### config.mk
export PLATFORM = sky130hd
export DESIGN_NAME = diag_session_security_fsm
export DESIGN_NICKNAME = d
export VERILOG_FILES = /design/src/hdl/dsf_pkg.sv /design/src/hdl/dsf_cfg_regs.sv /design/src/hdl/diag_session_security_fsm.sv
export SDC_FILE = /design/constraint.sdc
export NUM_CORES = 1
export LEC_CHECK = 0
export ABC_CLOCK_PERIOD_IN_PS = 14800
export BUFFER_PORTS_ARGS = -buffer_cell sky130_fd_sc_hd__buf_4
export CELL_PAD_IN_SITES_DETAIL_PLACEMENT = 1
export CELL_PAD_IN_SITES_GLOBAL_PLACEMENT = 2
export CORE_MARGIN = 2
export CORE_UTILIZATION = 41
export CTS_CLUSTER_DIAMETER = 150
export CTS_CLUSTER_SIZE = 16
export DETAILED_ROUTE_END_ITERATION = 10
export PLACE_DENSITY_LB_ADDON = 0.1
export REMOVE_ABC_BUFFERS = 1
export SLEW_MARGIN = 20
export SYNTH_ARGS = -nofsm -noshare
export SYNTH_HDL_FRONTEND = slang
export SYNTH_SLANG_ARGS = --single-unit
### constraint.sdc
create_clock -name clk -period 14.8 [get_ports clk]
set_input_delay 1.48 -clock clk [delete_from_list [all_inputs] [get_ports clk]]
set_output_delay 1.48 -clock clk [all_outputs]
set_load 0.005 [all_outputs]
### src/hdl/dsf_pkg.sv
// Shared types, constants and helper functions for the diagnostic session engine.
package dsf_pkg;

    // Service and request codes
    localparam logic [7:0]  SVC_SESSION  = 8'h10;
    localparam logic [7:0]  SVC_SECURITY = 8'h27;
    localparam logic        REQ_TICK     = 1'b1;
    localparam logic [7:0]  MIN_REQ_LEN  = 8'd2;

    // Session numbers with special rules
    localparam logic [2:0]  SESS_DEFAULT = 3'd1;
    localparam logic [2:0]  SESS_PROG    = 3'd2;
    localparam logic [2:0]  SESS_FACTORY = 3'd4;
    localparam logic [7:0]  SESS_MAX     = 8'd4;

    // Seed generation and retry limits
    localparam logic [31:0] SEED_MULT    = 32'd16807;
    localparam logic [31:0] SEED_MOD     = 32'h7FFF_FFFF;
    localparam logic [3:0]  RETRY_MAX    = 4'd15;

    // Register map: index is paddr[3:2]
    localparam int          PADDR_W      = 4;
    localparam logic [1:0]  REG_TIMEOUT  = 2'd0;
    localparam logic [1:0]  REG_RETRY    = 2'd1;
    localparam logic [1:0]  REG_KEY_XOR  = 2'd2;
    localparam logic [1:0]  REG_KEY_ADD  = 2'd3;

    // Register reset values
    localparam logic [31:0] RST_TIMEOUT  = 32'd5000;
    localparam logic [3:0]  RST_RETRY    = 4'd3;
    localparam logic [31:0] RST_KEY_XOR  = 32'h7583_6AC4;
    localparam logic [31:0] RST_KEY_ADD  = 32'h1234_ABCD;

    typedef struct packed {
        logic        req_type;
        logic [7:0]  service_id;
        logic [7:0]  sub_function;
        logic [31:0] key_value;
        logic [7:0]  request_length;
        logic [31:0] now_time;
        logic        factory_ok;
    } req_t;

    typedef struct packed {
        logic        accepted;
        logic [2:0]  session_now;
        logic        unlocked;
        logic [31:0] seed_out;
    } rsp_t;

    typedef struct packed {
        logic [31:0] session_timeout;
        logic [3:0]  retry_limit;
        logic [31:0] key_xor;
        logic [31:0] key_add;
    } cfg_t;

    // Expected key: rotate-left-13 of seed ^ xor, plus add
    function automatic logic [31:0] expected_key(input logic [31:0] seed,
                                                 input logic [31:0] kx,
                                                 input logic [31:0] ka);
        logic [31:0] v;
        v = seed ^ kx;
        return {v[18:0], v[31:19]} + ka;
    endfunction

    // Reduce a 32-bit product modulo 2^31-1, zero maps to one
    function automatic logic [31:0] reduce_seed(input logic [31:0] prod);
        logic [31:0] s;
        logic [31:0] r;
        s = {1'b0, prod[30:0]} + {31'd0, prod[31]};
        r = (s >= SEED_MOD) ? (s - SEED_MOD) : s;
        return (r == 32'd0) ? 32'd1 : r;
    endfunction

endpackage

### src/hdl/dsf_cfg_regs.sv
// APB-style configuration register file for the diagnostic session engine.
module dsf_cfg_regs
    import dsf_pkg::*;
(
    input  logic               clk,
    input  logic               rst_n,
    input  logic               psel,
    input  logic               penable,
    input  logic               pwrite,
    input  logic [PADDR_W-1:0] paddr,
    input  logic [31:0]        pwdata,
    output logic [31:0]        prdata,
    output logic               pready,
    output cfg_t               cfg
);

    cfg_t       cfg_reg;
    logic       wr_en;
    logic [1:0] reg_idx;

    assign pready  = 1'b1;
    assign wr_en   = psel && penable && pwrite && pready;
    assign reg_idx = paddr[3:2];
    assign cfg     = cfg_reg;

    // Write registers on the access cycle
    always_ff @(posedge clk or negedge rst_n)
    begin
        if (!rst_n)
        begin
            cfg_reg.session_timeout <= RST_TIMEOUT;
            cfg_reg.retry_limit     <= RST_RETRY;
            cfg_reg.key_xor         <= RST_KEY_XOR;
            cfg_reg.key_add         <= RST_KEY_ADD;
        end
        else if (wr_en)
        begin
            unique case (reg_idx)
                REG_TIMEOUT: cfg_reg.session_timeout <= pwdata;
                REG_RETRY:   cfg_reg.retry_limit     <= pwdata[3:0];
                REG_KEY_XOR: cfg_reg.key_xor         <= pwdata;
                REG_KEY_ADD: cfg_reg.key_add         <= pwdata;
            endcase
        end
    end

    // Read back the addressed register
    always_comb
    begin
        prdata = '0;
        unique case (reg_idx)
            REG_TIMEOUT: prdata = cfg_reg.session_timeout;
            REG_RETRY:   prdata = {28'd0, cfg_reg.retry_limit};
            REG_KEY_XOR: prdata = cfg_reg.key_xor;
            REG_KEY_ADD: prdata = cfg_reg.key_add;
        endcase
    end

endmodule

### src/hdl/diag_session_security_fsm.sv
// Stages: input register, result register.
// Throughput: one item per cycle unless a held result stalls (rsp_valid high, rsp_ready low);
// the session and security state updates in the same cycle that the result register loads, and
// the seed multiply sits before the input register.
// Reset: rst_n clears both stages, returns to session 1, locked, no retries, no seed pending,
// seed 0, and loads the configuration register defaults.
module diag_session_security_fsm
    import dsf_pkg::*;
(
    input  logic               clk,
    input  logic               rst_n,
    input  logic               req_valid,
    output logic               req_ready,
    input  req_t               req,
    output logic               rsp_valid,
    input  logic               rsp_ready,
    output rsp_t               rsp,
    input  logic               psel,
    input  logic               penable,
    input  logic               pwrite,
    input  logic [PADDR_W-1:0] paddr,
    input  logic [31:0]        pwdata,
    output logic [31:0]        prdata,
    output logic               pready
);

    cfg_t        cfg;

    // Input stage
    logic        s1_valid_reg;
    req_t        s1_req_reg;
    logic [31:0] s1_prod_reg;
    logic        s1_advance;

    // Engine state
    logic [2:0]  session_reg, session_next;
    logic [31:0] start_reg, start_next;
    logic        locked_reg, locked_next;
    logic [3:0]  retry_reg, retry_next;
    logic        awaiting_reg, awaiting_next;
    logic [31:0] seed_reg, seed_next;
    logic        acc;

    // Result stage
    logic        rsp_valid_reg;
    rsp_t        rsp_reg;

    dsf_cfg_regs u_cfg (
        .clk     (clk),
        .rst_n   (rst_n),
        .psel    (psel),
        .penable (penable),
        .pwrite  (pwrite),
        .paddr   (paddr),
        .pwdata  (pwdata),
        .prdata  (prdata),
        .pready  (pready),
        .cfg     (cfg)
    );

    assign s1_advance = s1_valid_reg && (!rsp_valid_reg || rsp_ready);
    assign req_ready  = !s1_valid_reg || s1_advance;
    assign rsp_valid  = rsp_valid_reg;
    assign rsp        = rsp_reg;

    // Capture the item and its seed product
    always_ff @(posedge clk or negedge rst_n)
    begin
        if (!rst_n)
        begin
            s1_valid_reg <= 1'b0;
        end
        else if (req_ready)
        begin
            s1_valid_reg <= req_valid;
        end
    end

    always_ff @(posedge clk)
    begin
        if (req_valid && req_ready)
        begin
            s1_req_reg  <= req;
            s1_prod_reg <= req.now_time * SEED_MULT;
        end
    end

    // Compute the next state and the acceptance flag
    always_comb
    begin
        session_next  = session_reg;
        start_next    = start_reg;
        locked_next   = locked_reg;
        retry_next    = retry_reg;
        awaiting_next = awaiting_reg;
        seed_next     = seed_reg;
        acc           = 1'b1;

        priority if (s1_req_reg.req_type == REQ_TICK)
        begin
            // Drop back to the default session on timeout
            if ((s1_req_reg.now_time - start_reg) >= cfg.session_timeout &&
                session_reg != SESS_DEFAULT)
            begin
                session_next  = SESS_DEFAULT;
                locked_next   = 1'b1;
                awaiting_next = 1'b0;
            end
        end
        else if (s1_req_reg.request_length < MIN_REQ_LEN)
        begin
            acc = 1'b0;
        end
        else if (s1_req_reg.service_id == SVC_SESSION)
        begin
            priority if (s1_req_reg.sub_function > SESS_MAX)
            begin
                acc = 1'b0;
            end
            else if (s1_req_reg.sub_function[2:0] == session_reg)
            begin
                start_next = s1_req_reg.now_time;
            end
            else if (s1_req_reg.sub_function[2:0] == SESS_PROG && locked_reg)
            begin
                acc = 1'b0;
            end
            else if (s1_req_reg.sub_function[2:0] == SESS_FACTORY &&
                     !s1_req_reg.factory_ok)
            begin
                acc = 1'b0;
            end
            else
            begin
                // Switch session, relock on entering the default session
                if (s1_req_reg.sub_function[2:0] == SESS_DEFAULT)
                begin
                    locked_next = 1'b1;
                end
                session_next = s1_req_reg.sub_function[2:0];
                start_next   = s1_req_reg.now_time;
            end
        end
        else if (s1_req_reg.service_id == SVC_SECURITY)
        begin
            if (s1_req_reg.sub_function[0])
            begin
                // Seed request: refuse and relock once retries are used up
                if (retry_reg >= cfg.retry_limit)
                begin
                    locked_next = 1'b1;
                    acc         = 1'b0;
                end
                else
                begin
                    seed_next     = reduce_seed(s1_prod_reg);
                    awaiting_next = 1'b1;
                end
            end
            else if (!awaiting_reg)
            begin
                acc = 1'b0;
            end
            else
            begin
                // Key check
                if (s1_req_reg.key_value == expected_key(seed_reg, cfg.key_xor, cfg.key_add))
                begin
                    locked_next = 1'b0;
                    retry_next  = '0;
                end
                else if (retry_reg < RETRY_MAX)
                begin
                    retry_next = retry_reg + 4'd1;
                end
                awaiting_next = 1'b0;
                acc           = !locked_next;
            end
        end
        else
        begin
            // Accept any other service with no change
            acc = 1'b1;
        end
    end

    // Update state and result when the item advances
    always_ff @(posedge clk or negedge rst_n)
    begin
        if (!rst_n)
        begin
            session_reg   <= SESS_DEFAULT;
            start_reg     <= '0;
            locked_reg    <= 1'b1;
            retry_reg     <= '0;
            awaiting_reg  <= 1'b0;
            seed_reg      <= '0;
            rsp_valid_reg <= 1'b0;
        end
        else
        begin
            if (s1_advance)
            begin
                session_reg  <= session_next;
                start_reg    <= start_next;
                locked_reg   <= locked_next;
                retry_reg    <= retry_next;
                awaiting_reg <= awaiting_next;
                seed_reg     <= seed_next;
            end
            if (!rsp_valid_reg || rsp_ready)
            begin
                rsp_valid_reg <= s1_valid_reg;
            end
        end
    end

    always_ff @(posedge clk)
    begin
        if (s1_advance)
        begin
            rsp_reg.accepted    <= acc;
            rsp_reg.session_now <= session_next;
            rsp_reg.unlocked    <= !locked_next;
            rsp_reg.seed_out    <= seed_next;
        end
    end

endmodule

==> results of run 1 <==
[cell families after synthesis]
family,count (synthesis),share of synthesized area
AOI/OAI and AO/OA,491,0.126
and+or+nand+nor,630,0.123
muxes,125,0.0577
adders and majority gates,360,0.215
xor gates and xnor gates,175,0.0616
other,1,0.000150
buffers and inverters,337,0.0514
DFF,332,0.365
[cell usage in the layout (no fill, tap or decap), types with 30 or more instances in the layout]
cell      Yosys  final
inv_1       263    263
ha_1        245    245
nand2_1     225    225
buf_4         1    208
edfxtp_1    157    157
o21ai_0     151    151
dfrtp_1     136    136
nor2_1      119    116
fa_1        115    115
mux2_2      113    113
xnor2_1      97     97
a21oi_1      96     96
xor2_1       77     77
nand3_1      62     61
a21o_1       56     56
nor3_1       49     48
dfstp_2      39     39
a22o_1       31     31
nand4_1      30     30
[through the flow]
stage,instances,setup WS (ns)
final,3413,7.88
after global routing,3413,7.45
after CTS,3413,7.88
after detailed placement,3369,7.28
after global placement,3369,7.36
after floorplan,2378,8.27
[final timing paths]
check                      cells past startpoint              end           from  slack, ns
max reg2reg                                   24     awaiting_reg  s1_req_reg[1]       8.76
min in group asynchronous                      1     seed_reg[15]          rst_n       0.88
max                                           23  s1_prod_reg[30]        req[11]       7.88
max in group asynchronous                      3     retry_reg[1]          rst_n      11.93
min                                            2     start_reg[5]  s1_req_reg[6]       0.48
min reg2reg                                    2     start_reg[5]  s1_req_reg[6]       0.48
[power by group through the flow]
stage	Clock, mW	Sequential, mW	Combinational (mW)
after floorplan	0	1.37	2.01
after global placement	0	1.45	2.77
after detailed placement	0	1.46	2.85
after CTS	0.689	1.44	2.87
after global routing	0.715	1.46	3.19
final	0.669	1.44	2.84
[metal layers]
layer,share of wire,up-vias
met5,0.00020,-
met4,0.022,4
met3,0.032,72
met2,0.50,275
met1,0.45,9631
li1,-,8955
[cell type report]
class                           count  area (sq um)  share of cell area
Inverter                          264           992              0.0354
Multi-Input combinational cell   1782         14600               0.522
Tap cell                          782           978              0.0349
Clock buffer                       44           718              0.0256
Timing Repair Buffer              209          1580              0.0562
Sequential cell                   332          9140               0.326
[critical path, stage by stage]
cell and delay (ns):
buf_4 0.16, inv_1 0.12, fa_1 0.56, inv_1 0.05, ha_1 0.31, fa_1 0.47, ha_1 0.30, fa_1 0.48
inv_1 0.05, fa_1 0.47, inv_1 0.04, ha_1 0.32, nand2_1 0.07, a211oi_1 0.35, o21ai_0 0.20, a31oi_1 0.34
o41ai_1 0.11, o21ai_0 0.40, a41o_1 0.31, nor3_1 0.10, o31ai_1 0.27, a21oi_1 0.12, xnor2_1 0.13
==> metrics.csv, run 1 <==
metric,value,unit
syn_area,25000,sq um
p_total,4.95,mW
drt-wirelength-per-cell,23.3,um
gp_congestion,0.945,
fin_skew,0.0197,ns
cts_hold_buf,0,
yosysMostFrequentCell,inv_1,
cts.clk_slew.worst_paths,0.08,ns
met3_usage,0.0214,
cp-end-kind,register,
grt_pass1_wl,122,mm
finish.utilization,0.464,
die_h,251,um
nets,3106,
ys_async_sr_fraction,0.527,
hpwl,64.4,mm
worst_pin_slew,1.11,ns
drt_iter0_drc,1189,
status,completed,
hold_violations,0,
ant_nets,0,
p_per_area,177,nW/um^2
first_global_vias,20000,
vias,18900,
cts_setup_buffers,0,
globalRouteTotalUtil,0.252,
post_drt_via_cell_ratio,5.55,
portBuffers,200,
setup_violations,0,
swShare,0.446,
max-slew-margin-rel,0.252,
routed_wirelength,79.5,mm
clockRootBuffer,clkbuf_16,
power_leakage,12.7,nW
ys_ff_latch,332,
largest_reg_flops,100,
max_freq,145,MHz
holdWs,0.483,ns
ys_top_cells_by_area,"edfxtp_1 (19%), dfrtp_1 (14%), ha_1 (12%), fa_1 (9.2%), mux2_2 (5.1%)",
min_period_over_period,0.467,
post_cts_resized,0,
die_x,251,um
cts_tree,done,
rsz0062_at_grt,no,
cts_buffers,24,
ys_types,85,
ios,205,
cp_max_fo,6,
drive_gt1_frac,0.159,
dieArea,63000,sq um
initial_core_util,0.414,
antenna_found_initial,2,
diodes,0,
synth_edf_count,157,
design_area,28000,sq um
slew_violations,0,
min_path_type,reg2reg,
synth.largest_area_cell,edfxtp_1,
ys.flop_type,edfxtp_1,
use_met1,0.337,
p_sw,2.21,mW
grt_busiest_layer,met2,
crit_path_start_kind,input pin,
pwr-share-clk,0.135,
critical_path_arrival,7.23,ns
rows,90,
ys.warnings.count,0,
core,60400,sq um
postSynthCellCount,2451,
use_met2,0.445,
worstSkewPairLatency,0.58,ns
place_area,27300,sq um
path_class,in2reg,
area_growth,12.0,%
tns,0,ns
synth_top_area_frac,0.188,
seqPwrFrac,0.291,
drc,0,
combinationalPowerShare,0.574,
ys_seq_area_frac,0.365,
drv_cap,0,
ir_drop,98.4,uV
clk_path_buf_depth,3,
htree_levels,1,
grt_overflow,0,
dr.pass1.iters,6,
fill_cells,6760,
worstPathRequired,15.11,ns
cts_sinks,332,
synth_common_cells,"inv_1 (263), ha_1 (245), nand2_1 (225), edfxtp_1 (157), o21ai_0 (151)",
p_int,2.74,mW
grt_max_degree,68,
min_period,6.92,ns
avgSynthCellArea,10.2,sq um
Power figures use the tool's default switching activity.
==> run 2: changes to the inputs <==
ABC_AREA = 1   (was default)
ABC_CLOCK_PERIOD_IN_PS = 6200   (was 14800)
CORE_UTILIZATION = 34   (was 41)
clock period = 6.2 ns   (was 14.8 ns; I/O delays follow)
==> run 2 against run 1 <==
  * Sequential share of layout area shrank 0.79 points
  * Worst hold slack lost 0.38 ns
  * Synthesized cell count grew 24%
  * Critical path depth grew 8
  * Die area grew 22%
  * Synthesized area grew 1.4%
  * Routed wire length grew 5.1%
  * Clock skew grew 0.0077 ns
  * Sequential cell count is the same
  * Largest cell class unchanged
  * Largest power group unchanged
  * Highest routed layer unchanged
==> metrics.csv, run 2 <==
metric,value,unit,change
status,completed,,
first_global_vias,22300,,+11%
crit_path_start_kind,register,,
core,74200,sq um,+23%
slowest_stage,edfxtp_1,,
worst_pin_slew,0.893,ns,-0.220 ns
gp_congestion,0.864,,-8.6%
grt_overflow,0,,unchanged
seqPwrFrac,0.289,,-0.002
tns,0,ns,unchanged
ys_top_cells_by_area,"edfxtp_1 (19%), dfrtp_1 (13%), ha_1 (12%), nand2_1 (11%), fa_1 (9.1%)",,
setup_violations,0,,unchanged
antenna_found_initial,1,,-1
place_area,28000,sq um,+2.5%
nets,3713,,+20%
ys.warnings.count,0,,unchanged
area_growth,13.2,%,
reg2regPathDepth,31,,+29%
power_leakage,14.0,nW,+11%
min_period,5.38,ns,
rows,100,,+11%
reg2reg_to,awaiting_reg,,
p_int,6.49,mW,+140%
endpoint,awaiting_reg,,
cts_buffers,25,,+4.2%
ios,205,,unchanged
multiInputGateArea,14200,sq um,-2.7%
mostFrequentLayoutCell,nand2_1,,
yosysMostFrequentCell,nand2_1,,
grt_max_degree,97,,+43%
fill_cells,8938,,+32%
hold_violations,0,,unchanged
routed_wirelength,83.6,mm,+5.1%
pwr-share-clk,0.131,,-0.004
rsz0062_at_grt,no,,
ys_ff_latch,332,,unchanged
synth_common_cells,"nand2_1 (734), inv_1 (473), ha_1 (245), nor2_1 (219), o21ai_0 (207)",,
critPathLaunch,s1_req_reg[1],,
die_x,277,um,+10%
die_h,277,um,+10%
fin_skew,0.0274,ns,+0.00775 ns
cts_tree,done,,
cts_setup_buffers,0,,unchanged
p_sw,5.73,mW,+160%
drive_gt1_frac,0.0988,,-0.0604
htree_levels,1,,unchanged
slowest_delay,0.41,ns,-0.15 ns
design_area,28700,sq um,+2.5%
vias,20600,,+8.9%
worstSkewPairLatency,0.57,ns,about the same
ys_seq_area_frac,0.360,,-0.00501
critical_path_arrival,5.89,ns,-1.34 ns
drc,0,,unchanged
cts_hold_buf,0,,unchanged
ys_async_sr_fraction,0.527,,unchanged
seqCellArea,9140,sq um,unchanged
ys_types,59,,-31%
cpMostUsedCell,inv_1,,
swShare,0.469,,+0.0231
drt_iter0_drc,878,,-26%
max_freq,186,MHz,
globalRouteTotalUtil,0.218,,-0.0338
portBuffers,200,,unchanged
dr.pass1.iters,5,,-1
drv_cap,0,,unchanged
ys.flop_type,edfxtp_1,,
synth_edf_count,157,,unchanged
diodes,0,,unchanged
min_period_over_period,0.868,,
ir_drop,205,uV,+110%
min_path_type,in2async,,
syn_area,25400,sq um,+1.4%
post_drt_via_cell_ratio,4.90,,-12%
ff2ff_setup_slack,0.82,ns,-7.94 ns
post_cts_resized,0,,unchanged
avgSynthCellArea,8.36,sq um,-18%
cts_sinks,332,,unchanged
p_per_area,426,nW/um^2,+140%
path_class,reg2reg,,
combinationalPowerShare,0.580,,+0.006
max-slew-margin-rel,0.405,,+0.152
drt-wirelength-per-cell,19.9,um,-15%
hpwl,68.7,mm,+6.8%
synth.largest_area_cell,edfxtp_1,,
dieArea,76800,sq um,+22%
cp_max_fo,4,,-2
synth_top_area_frac,0.186,,-0.00258
clk_path_buf_depth,3,,unchanged
largest_reg_flops,100,,unchanged
cp-end-kind,register,,
worstPathRequired,6.71,ns,-8.40 ns
ant_nets,0,,unchanged
rr_startpoint,s1_req_reg[1],,
slew_violations,0,,unchanged
initial_core_util,0.342,,-0.0726
grt_pass1_wl,131,mm,+7.0%
final_cell_mix,"nand2_1 (731), inv_1 (472), ha_1 (245), nor2_1 (218), buf_4 (214)",,
clockRootBuffer,clkbuf_16,,
postSynthCellCount,3034,,+24%
cts.clk_slew.worst_paths,0.08,ns,about the same
## run 2: cell count changes in the layout (fill, tap and decap cells not counted), moves of 39 or more
cell	before	now
nand2_1	225	731
mux2_2	113	1
inv_1	263	472
a21oi_1	96	159
a21o_1	56	7
xnor2_1	97	58
o21ai_0	151	207
nand3_1	61	150
nor2_1	116	218
## run 2: cells by family (layout without fill, tap and decap cells)
group	after synthesis	count (layout)	synth area share
flip-flops	332	332	0.360
other	1	1	0.000148
adder cells (fa/ha/maj)	360	360	0.212
AND/OR/NAND/NOR	1213	1213	0.200
XOR/XNOR	157	157	0.0551
AO/OA/AOI/OAI	435	435	0.0924
buffers and inverters	535	739	0.0800
multiplexers	1	1	0.000444
## run 2: critical path, delay by kind of cell (launching register included)
family,cells,cell delay [ns]
AOI/OAI and AO/OA,10,2.00
xor gates and xnor gates,1,0.09
adders and majority gates,3,0.86
and+or+nand+nor,11,1.32
buffers and inverters,6,0.64
DFF,1,0.41
## run 2: power by group through the flow
| stage | Clock [mW] | Combinational, mW | Sequential (mW) |
|---|---|---|---|
| global placement | 0 | 6.97 | 3.58 |
| finish | 1.61 | 7.09 | 3.53 |
| CTS | 1.67 | 7.17 | 3.55 |
| detailed placement | 0 | 7.12 | 3.59 |
| floorplan | 0 | 5.03 | 3.33 |
| global route | 1.74 | 8.13 | 3.58 |
## run 2: worst min path at each step
stage,end,cells past startpoint
finish,u_cfg.cfg[51],1
global placement,start_reg[0],2
CTS,u_cfg.cfg[87],1
detailed placement,start_reg[0],2
floorplan,awaiting_reg,0
global route,u_cfg.cfg[51],1
## run 2: stage by stage
stage	setup WS (ns)	utilization	hold slack (ns)	power, mW	instances
floorplan	0.897	-	0.324	8.37	2978
global placement	0.382	0.377	0.474	10.5	4162
detailed placement	0.339	0.377	0.484	10.7	4162
CTS	0.413	0.387	0.152	12.4	4207
global route	0.0783	0.387	0.152	13.4	4207
finish	0.821	0.387	0.108	12.2	4207
## run 2: layout make-up
cell class / instances / area share
Tap cell: 969 / 0.0422
Timing Repair Buffer: 215 / 0.0564
Sequential cell: 332 / 0.318
Inverter: 479 / 0.0627
Clock buffer: 43 / 0.0241
Multi-Input combinational cell: 2167 / 0.495
Clock inverter: 2 / 0.000871
## run 2: routing by layer
metal | track usage | vias to the layer above | routed length, um
met2 | 0.400 | 232 | 42400
met4 | 0.0400 | 2 | 1490
met3 | 0.0196 | 56 | 2120
li1 | - | 10200 | -
met5 | 0 | - | 13
met1 | 0.281 | 10100 | 37600
